===== src/sv/olst_pkg.sv =====
`default_nettype none

package olst_pkg;

  // List geometry.
  localparam int CAPACITY   = 16;
  localparam int DATA_WIDTH = 16;
  localparam int IDX_W      = $clog2(CAPACITY);
  localparam int CNT_W      = $clog2(CAPACITY + 1);

  // Request field widths.
  localparam int ACT_W  = 4;
  localparam int RIDX_W = 6;
  localparam int STAT_W = 3;

  // Action codes.
  localparam logic [ACT_W-1:0] ACT_PUSH_BACK  = 4'd0;
  localparam logic [ACT_W-1:0] ACT_PUSH_FRONT = 4'd1;
  localparam logic [ACT_W-1:0] ACT_INSERT_AT  = 4'd2;
  localparam logic [ACT_W-1:0] ACT_POP_FRONT  = 4'd3;
  localparam logic [ACT_W-1:0] ACT_POP_BACK   = 4'd4;
  localparam logic [ACT_W-1:0] ACT_DELETE_AT  = 4'd5;
  localparam logic [ACT_W-1:0] ACT_DELETE_VAL = 4'd6;
  localparam logic [ACT_W-1:0] ACT_SEARCH     = 4'd7;
  localparam logic [ACT_W-1:0] ACT_READ_AT    = 4'd8;

  // Status codes.
  localparam logic [STAT_W-1:0] ST_OK      = 3'd0;
  localparam logic [STAT_W-1:0] ST_RANGE   = 3'd1;
  localparam logic [STAT_W-1:0] ST_EMPTY   = 3'd2;
  localparam logic [STAT_W-1:0] ST_FULL    = 3'd3;
  localparam logic [STAT_W-1:0] ST_MISSING = 3'd4;

  // Cell operations.
  localparam logic [1:0] OP_NOP   = 2'd0;
  localparam logic [1:0] OP_OPEN  = 2'd1;
  localparam logic [1:0] OP_CLOSE = 2'd2;

  // Command broadcast to every cell of the chain.
  typedef struct packed {
    logic [1:0]            op;
    logic [IDX_W-1:0]      at;
    logic [DATA_WIDTH-1:0] value;
    logic                  cmp;
  } olst_cmd_t;

endpackage

`default_nettype wire


===== src/sv/ordered_list_engine_unit.sv =====
// Ordered list engine: a bounded list of up to 16 entries of 16 bits, held
// in a chain of cells that shift in parallel to open or close a gap.
// Input channel: in_valid / in_stall carry a request (action, value, index).
// A request is taken at a clock edge with in_valid high and in_stall low.
// Output channel: out_valid / out_stall carry one result per request
// (status, data, position, count).
// After a request is taken, the engine passes through a compare state (S_CMP),
// in which the cells register their compare against the value, and an apply
// state (S_APPLY), in which the action is applied and the result registered.
// The engine handles one request at a time and takes the next one only once
// it is back in idle, after the compare pass and the update pass.
// When the receiver stalls, the finished result is held in the output
// register and the engine waits with the next update until it is taken.
// Reset empties the list and clears the output valid flag; a request can be
// taken in the first cycle after reset. The entry contents are left as they
// are and are never read before being written.
`default_nettype none

module ordered_list_engine_unit (
  input  wire                               clk,
  input  wire                               rst,
  input  wire                               in_valid,
  output logic                              in_stall,
  input  wire [olst_pkg::ACT_W-1:0]         action,
  input  wire [olst_pkg::DATA_WIDTH-1:0]    value,
  input  wire signed [olst_pkg::RIDX_W-1:0] index,
  output logic                              out_valid,
  input  wire                               out_stall,
  output logic [olst_pkg::STAT_W-1:0]       status,
  output logic [olst_pkg::DATA_WIDTH-1:0]   data,
  output logic [olst_pkg::IDX_W-1:0]        position,
  output logic [olst_pkg::CNT_W-1:0]        count
);
  import olst_pkg::*;

  localparam logic [1:0] S_IDLE  = 2'd0;
  localparam logic [1:0] S_CMP   = 2'd1;
  localparam logic [1:0] S_APPLY = 2'd2;

  logic [1:0]            state;
  logic [1:0]            state_next;
  logic [ACT_W-1:0]      r_action;
  logic [DATA_WIDTH-1:0] r_value;
  logic [RIDX_W-1:0]     r_index;
  logic [CNT_W-1:0]      cnt;
  logic [CNT_W-1:0]      cnt_next;

  logic [CAPACITY-1:0][DATA_WIDTH-1:0] entries;
  logic [CAPACITY-1:0]   hits;
  olst_cmd_t             cmd;

  logic                  fire;
  logic                  in_take;
  logic                  out_take;
  logic [STAT_W-1:0]     st;
  logic [DATA_WIDTH-1:0] rd;
  logic [IDX_W-1:0]      pos;
  logic [1:0]            op;
  logic [IDX_W-1:0]      at;

  logic                  neg;
  logic                  idx_gt_cnt;
  logic                  idx_ge_cnt;
  logic                  full;
  logic                  empty;
  logic signed [RIDX_W:0] back_sum;
  logic [IDX_W-1:0]      read_slot;
  logic [CAPACITY-1:0]   live;
  logic                  found;
  logic [IDX_W-1:0]      first;

  assign in_take  = in_valid && !in_stall;
  assign out_take = out_valid && !out_stall;
  assign in_stall = (state != S_IDLE);
  assign fire     = (state == S_APPLY) && (!out_valid || !out_stall);

  // Sequencer.
  always_comb begin
    state_next = state;
    unique case (state)
      S_IDLE:  if (in_valid) state_next = S_CMP;
      S_CMP:   state_next = S_APPLY;
      S_APPLY: if (fire) state_next = S_IDLE;
      default: state_next = S_IDLE;
    endcase
  end

  always_ff @(posedge clk) begin
    if (rst) begin
      state <= S_IDLE;
      cnt   <= '0;
    end else begin
      state <= state_next;
      if (fire) begin
        cnt <= cnt_next;
      end
    end
  end

  // Request capture.
  always_ff @(posedge clk) begin
    if (in_take) begin
      r_action <= action;
      r_value  <= value;
      r_index  <= index;
    end
  end

  // First matching live entry.
  always_comb begin
    found = 1'b0;
    first = '0;
    for (int i = 0; i < CAPACITY; i++) begin
      live[i] = (CNT_W'(i) < cnt);
      if (!found && live[i] && hits[i]) begin
        found = 1'b1;
        first = IDX_W'(i);
      end
    end
  end

  // Index checks.
  assign neg        = r_index[RIDX_W-1];
  assign idx_gt_cnt = !neg && ({1'b0, r_index} > (RIDX_W + 1)'(cnt));
  assign idx_ge_cnt = !neg && ({1'b0, r_index} >= (RIDX_W + 1)'(cnt));
  assign full       = (cnt == CNT_W'(CAPACITY));
  assign empty      = (cnt == '0);
  assign back_sum   = $signed({r_index[RIDX_W-1], r_index}) + $signed((RIDX_W + 1)'(cnt));
  assign read_slot  = neg ? back_sum[IDX_W-1:0] : r_index[IDX_W-1:0];

  // Action decode.
  always_comb begin
    st       = ST_OK;
    rd       = '0;
    pos      = '0;
    op       = OP_NOP;
    at       = '0;
    cnt_next = cnt;
    unique case (r_action)
      ACT_PUSH_BACK, ACT_PUSH_FRONT: begin
        if (full) begin
          st = ST_FULL;
        end else begin
          op       = OP_OPEN;
          at       = (r_action == ACT_PUSH_BACK) ? cnt[IDX_W-1:0] : '0;
          cnt_next = cnt + 1'b1;
        end
      end
      ACT_INSERT_AT: begin
        if (neg || idx_gt_cnt) begin
          st = ST_RANGE;
        end else if (full) begin
          st = ST_FULL;
        end else begin
          op       = OP_OPEN;
          at       = r_index[IDX_W-1:0];
          cnt_next = cnt + 1'b1;
        end
      end
      ACT_POP_FRONT, ACT_POP_BACK: begin
        if (empty) begin
          st = ST_EMPTY;
        end else begin
          op       = OP_CLOSE;
          at       = (r_action == ACT_POP_FRONT) ? '0 : IDX_W'(cnt - 1'b1);
          cnt_next = cnt - 1'b1;
        end
      end
      ACT_DELETE_AT: begin
        if (empty) begin
          st = ST_EMPTY;
        end else if (neg || idx_ge_cnt) begin
          st = ST_RANGE;
        end else begin
          op       = OP_CLOSE;
          at       = r_index[IDX_W-1:0];
          cnt_next = cnt - 1'b1;
        end
      end
      ACT_DELETE_VAL, ACT_SEARCH: begin
        if (!found) begin
          st = ST_MISSING;
        end else begin
          pos = first;
          if (r_action == ACT_DELETE_VAL) begin
            op       = OP_CLOSE;
            at       = first;
            cnt_next = cnt - 1'b1;
          end
        end
      end
      ACT_READ_AT: begin
        if (empty) begin
          st = ST_EMPTY;
        end else if ((neg && back_sum[RIDX_W]) || idx_ge_cnt) begin
          st = ST_RANGE;
        end else begin
          rd = entries[read_slot];
        end
      end
      default: begin
      end
    endcase
  end

  // Command to the cell chain.
  always_comb begin
    cmd.op    = fire ? op : OP_NOP;
    cmd.at    = at;
    cmd.value = r_value;
    cmd.cmp   = (state == S_CMP);
  end

  olst_chain u_chain (
    .clk     (clk),
    .cmd     (cmd),
    .entries (entries),
    .hits    (hits)
  );

  // Output register.
  always_ff @(posedge clk) begin
    if (rst) begin
      out_valid <= 1'b0;
    end else if (fire) begin
      out_valid <= 1'b1;
    end else if (out_take) begin
      out_valid <= 1'b0;
    end
  end

  always_ff @(posedge clk) begin
    if (fire) begin
      status   <= st;
      data     <= rd;
      position <= pos;
      count    <= cnt_next;
    end
  end

endmodule

`default_nettype wire


===== src/sv/olst_cell.sv =====
`default_nettype none

module olst_cell (
  input  wire                         clk,
  input  wire olst_pkg::olst_cmd_t    cmd,
  input  wire [olst_pkg::IDX_W-1:0]   slot,
  input  wire [olst_pkg::DATA_WIDTH-1:0] from_lower,
  input  wire [olst_pkg::DATA_WIDTH-1:0] from_upper,
  output logic [olst_pkg::DATA_WIDTH-1:0] entry,
  output logic                        match
);
  import olst_pkg::*;

  // Entry update: open a gap (shift towards the back) or close one.
  always_ff @(posedge clk) begin
    case (cmd.op)
      OP_OPEN: begin
        if (slot == cmd.at) begin
          entry <= cmd.value;
        end else if (slot > cmd.at) begin
          entry <= from_lower;
        end
      end
      OP_CLOSE: begin
        if (slot >= cmd.at) begin
          entry <= from_upper;
        end
      end
      default: begin
      end
    endcase
  end

  // Registered compare against the searched value.
  always_ff @(posedge clk) begin
    if (cmd.cmp) begin
      match <= (entry == cmd.value);
    end
  end

endmodule

`default_nettype wire


===== src/sv/olst_chain.sv =====
`default_nettype none

module olst_chain (
  input  wire                  clk,
  input  wire olst_pkg::olst_cmd_t cmd,
  output logic [olst_pkg::CAPACITY-1:0][olst_pkg::DATA_WIDTH-1:0] entries,
  output logic [olst_pkg::CAPACITY-1:0] hits
);
  import olst_pkg::*;

  logic [CAPACITY-1:0][DATA_WIDTH-1:0] lower;
  logic [CAPACITY-1:0][DATA_WIDTH-1:0] upper;

  // Neighbour links; the ends of the chain see zero.
  always_comb begin
    for (int i = 0; i < CAPACITY; i++) begin
      lower[i] = (i == 0) ? '0 : entries[(i == 0) ? 0 : i - 1];
      upper[i] = (i == CAPACITY - 1) ? '0 : entries[(i == CAPACITY - 1) ? i : i + 1];
    end
  end

  // One cell per list position.
  for (genvar g = 0; g < CAPACITY; g++) begin : g_cell
    olst_cell u_cell (
      .clk        (clk),
      .cmd        (cmd),
      .slot       (IDX_W'(g)),
      .from_lower (lower[g]),
      .from_upper (upper[g]),
      .entry      (entries[g]),
      .match      (hits[g])
    );
  end

endmodule

`default_nettype wire


===== config.mk =====
export PLATFORM = sky130hd
export DESIGN_NAME = ordered_list_engine_unit
export DESIGN_NICKNAME = d
export VERILOG_FILES = /design/src/sv/olst_pkg.sv /design/src/sv/ordered_list_engine_unit.sv /design/src/sv/olst_cell.sv /design/src/sv/olst_chain.sv
export SDC_FILE = /design/constraint.sdc
export NUM_CORES = 1
export LEC_CHECK = 0
export BUFFER_PORTS_ARGS = -buffer_cell sky130_fd_sc_hd__buf_2
export CAP_MARGIN = 5
export CORE_UTILIZATION = 35
export CTS_CLUSTER_DIAMETER = 60
export CTS_CLUSTER_SIZE = 30
export DETAILED_ROUTE_END_ITERATION = 16
export PLACE_DENSITY = 0.53
export SYNTH_ARGS = -nofsm -noshare
export SYNTH_HDL_FRONTEND = slang
export SYNTH_SLANG_ARGS = --single-unit

===== constraint.sdc =====
create_clock -name clk -period 5.95 [get_ports clk]
set_input_delay 0.2975 -clock clk [delete_from_list [all_inputs] [get_ports clk]]
set_output_delay 0.2975 -clock clk [all_outputs]
set_load 0.1 [all_outputs]

## After elaboration in Yosys (flattened, before gate mapping)

Index checks and enable logic that the tools add are counted.

- Add/sub/neg operators: 3
- Magnitude comparators: 51
- Equal/unequal tests: 78
- Muxes and demuxes: 140
- Bitwise logic cells: 1
- Reductions and logical operators: 89

Operators with widths:

| kind | count |
|---|---|
| two-way mux 16 bit | 49 |
| one-hot mux 16 bit (2 select lines) | 16 |
| == test 16 bit | 16 |
| two-way mux 4 bit | 25 |
| binary-select mux 16 bit (select 4 bit) | 1 |
| != test 3 bit (second input constant) | 16 |
| AND reduction 3 bit | 16 |
| less-than comparator 4 x 5 -> 1 bit (first input constant) | 8 |
| logical AND 1 bit | 37 |
| != test 2 bit (second input constant) | 18 |
| two-way mux 5 bit | 7 |
| == test 4 bit (first input constant) | 8 |
| greater-or-equal comparator 4 bit (first input constant) | 8 |
| greater-than comparator 4 bit (first input constant) | 8 |
| two-way mux 2 bit | 13 |
| one-hot mux 5 bit (5 select lines) | 1 |
| two-way mux 1 bit | 22 |
| less-than comparator 3 x 5 -> 1 bit (first input constant) | 4 |
| one-hot mux 4 bit (5 select lines) | 1 |
| zero test 1 bit | 19 |
| one-hot mux 3 bit (6 select lines) | 1 |
| == test 3 x 4 -> 1 bit (first input constant) | 4 |
| == test 4 x 3 -> 1 bit (second input constant) | 4 |
| greater-or-equal comparator 3 x 4 -> 1 bit (first input constant) | 4 |
| 33 further kinds | 56 |

- Flip-flop bits (word level): 334
- Input port bits: 30
- Output and inout bits: 30

## Longest topological paths before layout

- Depth in word-level cells: 70
- Mapped depth: 18

## Cells and area by module

A second synthesis with hierarchy kept.

- Cell total of the unflattened synthesis: 2497
- Area total of the unflattened synthesis: 24347.1 um2

By module, submodules not included:

| module | times used | cells each | area each (um2) |
|---|---|---|---|
| olst_cell | 16 | 107 | 1143.6 |
| ordered_list_engine_unit | 1 | 783 | 6042.0 |
| olst_chain | 1 | 2 | 7.5 |

## Worst setup path after synthesis

OpenSTA, ideal clock, no wires.

- Path type: reg-to-reg
- Start: register out_valid
- End: register u_chain.g_cell[6].u_cell.entry[0] (netlist bit) (enable)
- Setup time: 0.419 ns
- Arrival: 5.445 ns
- Slack: 0.085 ns
- Cell stages (with the launch flop): 12
- Buffers on the path: 4
- Clock period less this slack: 5.865 ns
- Path through: dfxtp_1 -> a21oi_1 -> nor2b_1 -> clkbuf_1 -> nand2_1 -> ha_1 -> clkbuf_1 -> or2_2 -> clkbuf_1 -> and2_1 -> clkbuf_1 -> a311oi_1

- Cells in the longest elaborated chain, start to end: 7
- Elaborated cells between the ends (all ways): 10
- Those cells by class: eq/ne (4); mux (1); reduce/logical (5)

Ends and longest elaborated chain:

| what | line | source |
|---|---|---|
| start: declaration | ordered_list_engine_unit.sv:27 | `output logic out_valid,` |
| start signal: assignment | ordered_list_engine_unit.sv:224 | `out_valid <= 1'b0;` |
| start signal: assignment | ordered_list_engine_unit.sv:226 | `out_valid <= 1'b1;` |
| start signal: assignment | ordered_list_engine_unit.sv:228 | `out_valid <= 1'b0;` |
| zero test 1 bit (*) | ordered_list_engine_unit.sv:75 | `assign fire = (state == S_APPLY) && (!out_valid \|\| !out_stall);` |
| logical OR 1 bit (*) | ordered_list_engine_unit.sv:75 |  |
| logical AND 1 bit (*) | ordered_list_engine_unit.sv:75 |  |
| via fire | ordered_list_engine_unit.sv:52 | `logic fire;` |
| two-way mux 2 bit (*) | ordered_list_engine_unit.sv:208 | `cmd.op = fire ? op : OP_NOP;` |
| == test 2 x 1 -> 1 bit or == test 2 bit (tied branches) | olst_cell.sv:16 | `case (cmd.op)` |
| != test 3 bit (no line), or another cell as far along | -- |  |
| AND reduction 3 bit (no line) (*) | -- |  |
| end signal: assignment | olst_cell.sv:19 | `entry <= cmd.value;` |
| end signal: assignment | olst_cell.sv:21 | `entry <= from_lower;` |
| end signal: assignment | olst_cell.sv:26 | `entry <= from_upper;` |
| end: declaration | olst_cell.sv:9 | `output logic [olst_pkg::DATA_WIDTH-1:0] entry,` |

The timed path passes the listed nets; every way through them passes the cells marked *.
A chain may end at the register's enable or synchronous reset.

## Worst setup path after layout

- Start: register r_index[2]
- End: register u_chain.g_cell[0].u_cell.entry[6] (netlist bit) (enable)

- Cells in the longest elaborated chain, start to end: 10
- Elaborated cells between the ends (all ways): 25
- Those cells by class: order compare (4); eq/ne (4); mux (10); reduce/logical (7)

Ends and longest elaborated chain:

| what | line | source |
|---|---|---|
| start: declaration | ordered_list_engine_unit.sv:44 | `logic [RIDX_W-1:0] r_index;` |
| start signal: assignment | ordered_list_engine_unit.sv:105 | `r_index <= index;` |
| branches (longest 9 deep; another with greater-or-equal comparator 6 x 5 -> 1 bit) | -- |  |
| AND reduction 3 bit (no line) (*) | -- |  |
| end signal: assignment | olst_cell.sv:19 |  |
| end signal: assignment | olst_cell.sv:21 |  |
| end signal: assignment | olst_cell.sv:26 |  |
| end: declaration | olst_cell.sv:9 |  |

Mark *: on every way between the ends.

==> impl_results.md <==
* Final Routed Wirelength at 90100 um
* Share of layout cells above drive strength 1 at approximately 17%
* Max-slew headroom at the worst pin at between 20% and 30%
* Post-synth top cells: sky130_fd_sc_hd__edfxtp_1, sky130_fd_sc_hd__xnor2_1, sky130_fd_sc_hd__o21ai_0
* Largest vdd supply drop at 146 uV
* First DRT Iteration DRCs at around 2300
* Type of element launching the critical path: flop
* Layer with the highest usage: met2
* Clock Sinks at about 330
* Global-route wire length before repair at roughly 130000 um
* Row count at 93
* Layout fillers at about 6200
* Post-synthesis instance total at around 2000
* Max Clock Skew at between 20 and 30 ps
* Die Y at between 200 and 300 um
* Number of nets in the synthesized netlist at around 2100
* M1 GR Usage at a little under two fifths
* I/O pin cnt at 60
* Nets@finish at 2076
* Timing-limited maximum frequency at between 200 and 250 MHz
* Largest cells by area after synthesis: sky130_fd_sc_hd__edfxtp_1, sky130_fd_sc_hd__xnor2_1, sky130_fd_sc_hd__mux4_2, sky130_fd_sc_hd__a2bb2oi_1, sky130_fd_sc_hd__a31oi_1
* Clock root cell: sky130_fd_sc_hd__clkbuf_16
* Most common cell in the netlist: sky130_fd_sc_hd__edfxtp_1
* Final core utilization at approximately two fifths
* Largest fanout on the critical path at 19
* Classification of the worst setup path: flop to flop
* Critical Path RT at approximately 6200 ps
* Number of hold-slack violations in the final timing report at 0
* Count of cells resized by post-cts repair at 0
* Post-synthesis instance area at roughly 23000 um2
* Fraction of registers with async set or reset after synthesis at 0%
* Total number of yosys warnings at 0
* # Max-Cap Violations at 0
* Detailed-route wire length per cell at approximately 31 um
* Global route total overflow at 0
* Largest buffer count on any clock path at 3
* Vias per Instance at about 6.5
* Number of port buffers at a little under 60
* Routability Congestion at between 0.9 and 1
* Mean post-synth cell area at 11.1 um2
* Clock latency at the later pin of the worst-skew pair at just under 600 ps
* Starting Density at a little over a third
* Type of element capturing the critical path: flop
* Number of setup buffers added after CTS at 0
* RSZ-0062 raised after global routing: false
* Main flop type after synthesis: sky130_fd_sc_hd__edfxtp_1
* CTS tree: built
* DRC viols at 0
* Count of antenna-violating nets left after detailed routing at 0
* Die area at 66000 um2
* Number of distinct library cell variants in the gate-level netlist after synthesis at 94
* Aggregate global-route resource usage at between 20% and 30%
* Power Dens Cells at between 200 and 250 nW/um2
* Path type of the worst min-delay path: input port to flop
* Status: complete, no violations
* Met2 capacity usage during global routing at 39.9%
* H-tree level count at 2
* Standard cell core area at between 60000 and 70000 um2
* #FFs+latches synth at 334
* Worst R2R Setup Slack at roughly 1100 ps
* Vias in the first global route at ~18000
* First-pass iteration count of the detailed router at 5
* Final period utilization at ~81%
* Number of antenna violations at the first check in global routing at 2
* Final-layout setup total negative slack at 0 ps
* Actual slew at the worst max-slew pin at approximately 1100 ps
* Maximum number of pins on one net before global-route repair at 154
* Met3 global-route usage at 5.28%
* Share of Yosys cell area claimed by the top area cell type at a little over two fifths
* Area delta synth->final at 11.4%
* Die width at around 260 um
* Clock-pin slew of the registers on the worst-case setup and hold paths at approximately 70 ps
* Number of clock buffers inserted by TritonCTS at 35
* Clock period minus final worst setup slack at around 4800 ps
* Library cell with the largest summed area after synthesis: sky130_fd_sc_hd__edfxtp_1
* Leakage power at ~8.1 nW
* Total half-perimeter wirelength after legalization and detailed placement at around 61000 um
* Final count of negative-setup-slack endpoints at 0
* Share of the yosys chip area belonging to registers at between 40 and 50%
* Antenna diodes at 0
* Final Max Slew Viols at 0
* Number of enable flip-flop cells after synthesis at between 300 and 400
* Data arrival time at the worst-slack endpoint at 5110 ps
* Via count of the routed design at 18900
[worst max-delay path: stages (launching register included)]
cell and delay (ps):
sky130_fd_sc_hd__edfxtp_1 520, sky130_fd_sc_hd__ha_1 400, sky130_fd_sc_hd__and4b_1 380, sky130_fd_sc_hd__o21ai_1 150, sky130_fd_sc_hd__a32o_1 320, sky130_fd_sc_hd__a311oi_1 620
sky130_fd_sc_hd__nand3_2 420, sky130_fd_sc_hd__a21oi_4 670, sky130_fd_sc_hd__nand2_1 510, sky130_fd_sc_hd__a21oi_1 260, sky130_fd_sc_hd__buf_4 270
[what timing repair did]
item                                    in CTS  in global routing
endpoints found under the hold margin       27                  0
endpoints found under the setup margin       0                  0
hold buffers                                27                  0
[flip-flops by register name, indices dropped and copies added, names as in the netlist]
signal	cells
out_valid	1
data	16
status	3
u_chain.g_cell.u_cell.match	16
r_action	4
cnt	5
u_chain.g_cell.u_cell.entry	256
count	5
state	2
r_index	6
position	4
r_value	16
[worst paths after layout]
check                                start                                end  depth (start not counted)
worst min-delay path             out_stall                          out_valid                          3
worst max register to register  r_index[2]  u_chain.g_cell[0].u_cell.entry[6]                         10
worst min register to register      cnt[4]                             cnt[4]                          2
worst max-delay path            r_index[2]  u_chain.g_cell[0].u_cell.entry[6]                         10
[layer usage]
| metal | wire length (um) | vias to the layer above |
|---|---|---|
| met3 | 9610 | 169 |
| met2 | 39300 | 1247 |
| li1 | - | 7975 |
| met4 | 3940 | 2 |
| met1 | 37200 | 9538 |
| met5 | 16 | - |
[layout by cell type, fill, tap and decap left out, drive strengths merged, types with 27 or more instances in the layout]
| master | instances |
|---|---|
| a211oi | 48 |
| edfxtp | 326 |
| dlygate4sd3 | 27 |
| mux2i | 36 |
| a221o | 64 |
| mux2 | 65 |
| nand4 | 67 |
| nor2 | 64 |
| inv | 30 |
| and2 | 84 |
| buf | 131 |
| o21ai | 162 |
| a31oi | 138 |
| a21oi | 38 |
| xnor2 | 259 |
| clkbuf | 37 |
| a2bb2oi | 108 |
| nand2 | 72 |
| mux4 | 64 |
| nand3 | 34 |
[report_power, final]
part,internal (W),switching (W)
combinational,0.000298,0.000547
sequential,0.00259,0.0000333
clock,0.00125,0.00112
total,0.00414,0.00171
[stage by stage]
step | worst slack [ps] | area, um2 | total power [W] | hold slack (ps) | std cells
after floorplan | 85.3 | 22700 | 0.00320 | 396 | 2045
final | 1120 | 25300 | 0.00585 | 28.6 | 2911
after CTS | 1310 | 25300 | 0.00584 | 19.4 | 2911
after detailed placement | 1370 | 23900 | 0.00349 | 476 | 2820
after global placement | 1430 | 23900 | 0.00348 | 475 | 2820
after global routing | 947 | 25300 | 0.00598 | 54.7 | 2911
[cell families (layout without fill, tap and decap cells)]
group | count (synthesis) | after routing | share of synthesized area (%)
muxes | 165 | 165 | 11.3
AOI/OAI and AO/OA | 615 | 615 | 19.1
and+or+nand+nor | 425 | 425 | 10.5
adders and majority gates | 17 | 17 | 0.968
xor gates and xnor gates | 260 | 260 | 10.0
DFF | 334 | 334 | 43.8
buffers and inverters | 229 | 240 | 4.34
[final cells by class]
cell class / instances / area (um2) / area share [%]
Inverter: 18 / 72.6 / 0.286
Multi-Input combinational cell: 1482 / 11900 / 47.1
Tap cell: 855 / 1070 / 4.22
Clock inverter: 27 / 283 / 1.12
Clock buffer: 37 / 883 / 3.49
Sequential cell: 334 / 9950 / 39.3
Timing Repair Buffer: 158 / 1140 / 4.51
Note: power is estimated with default switching activity, not from simulation.
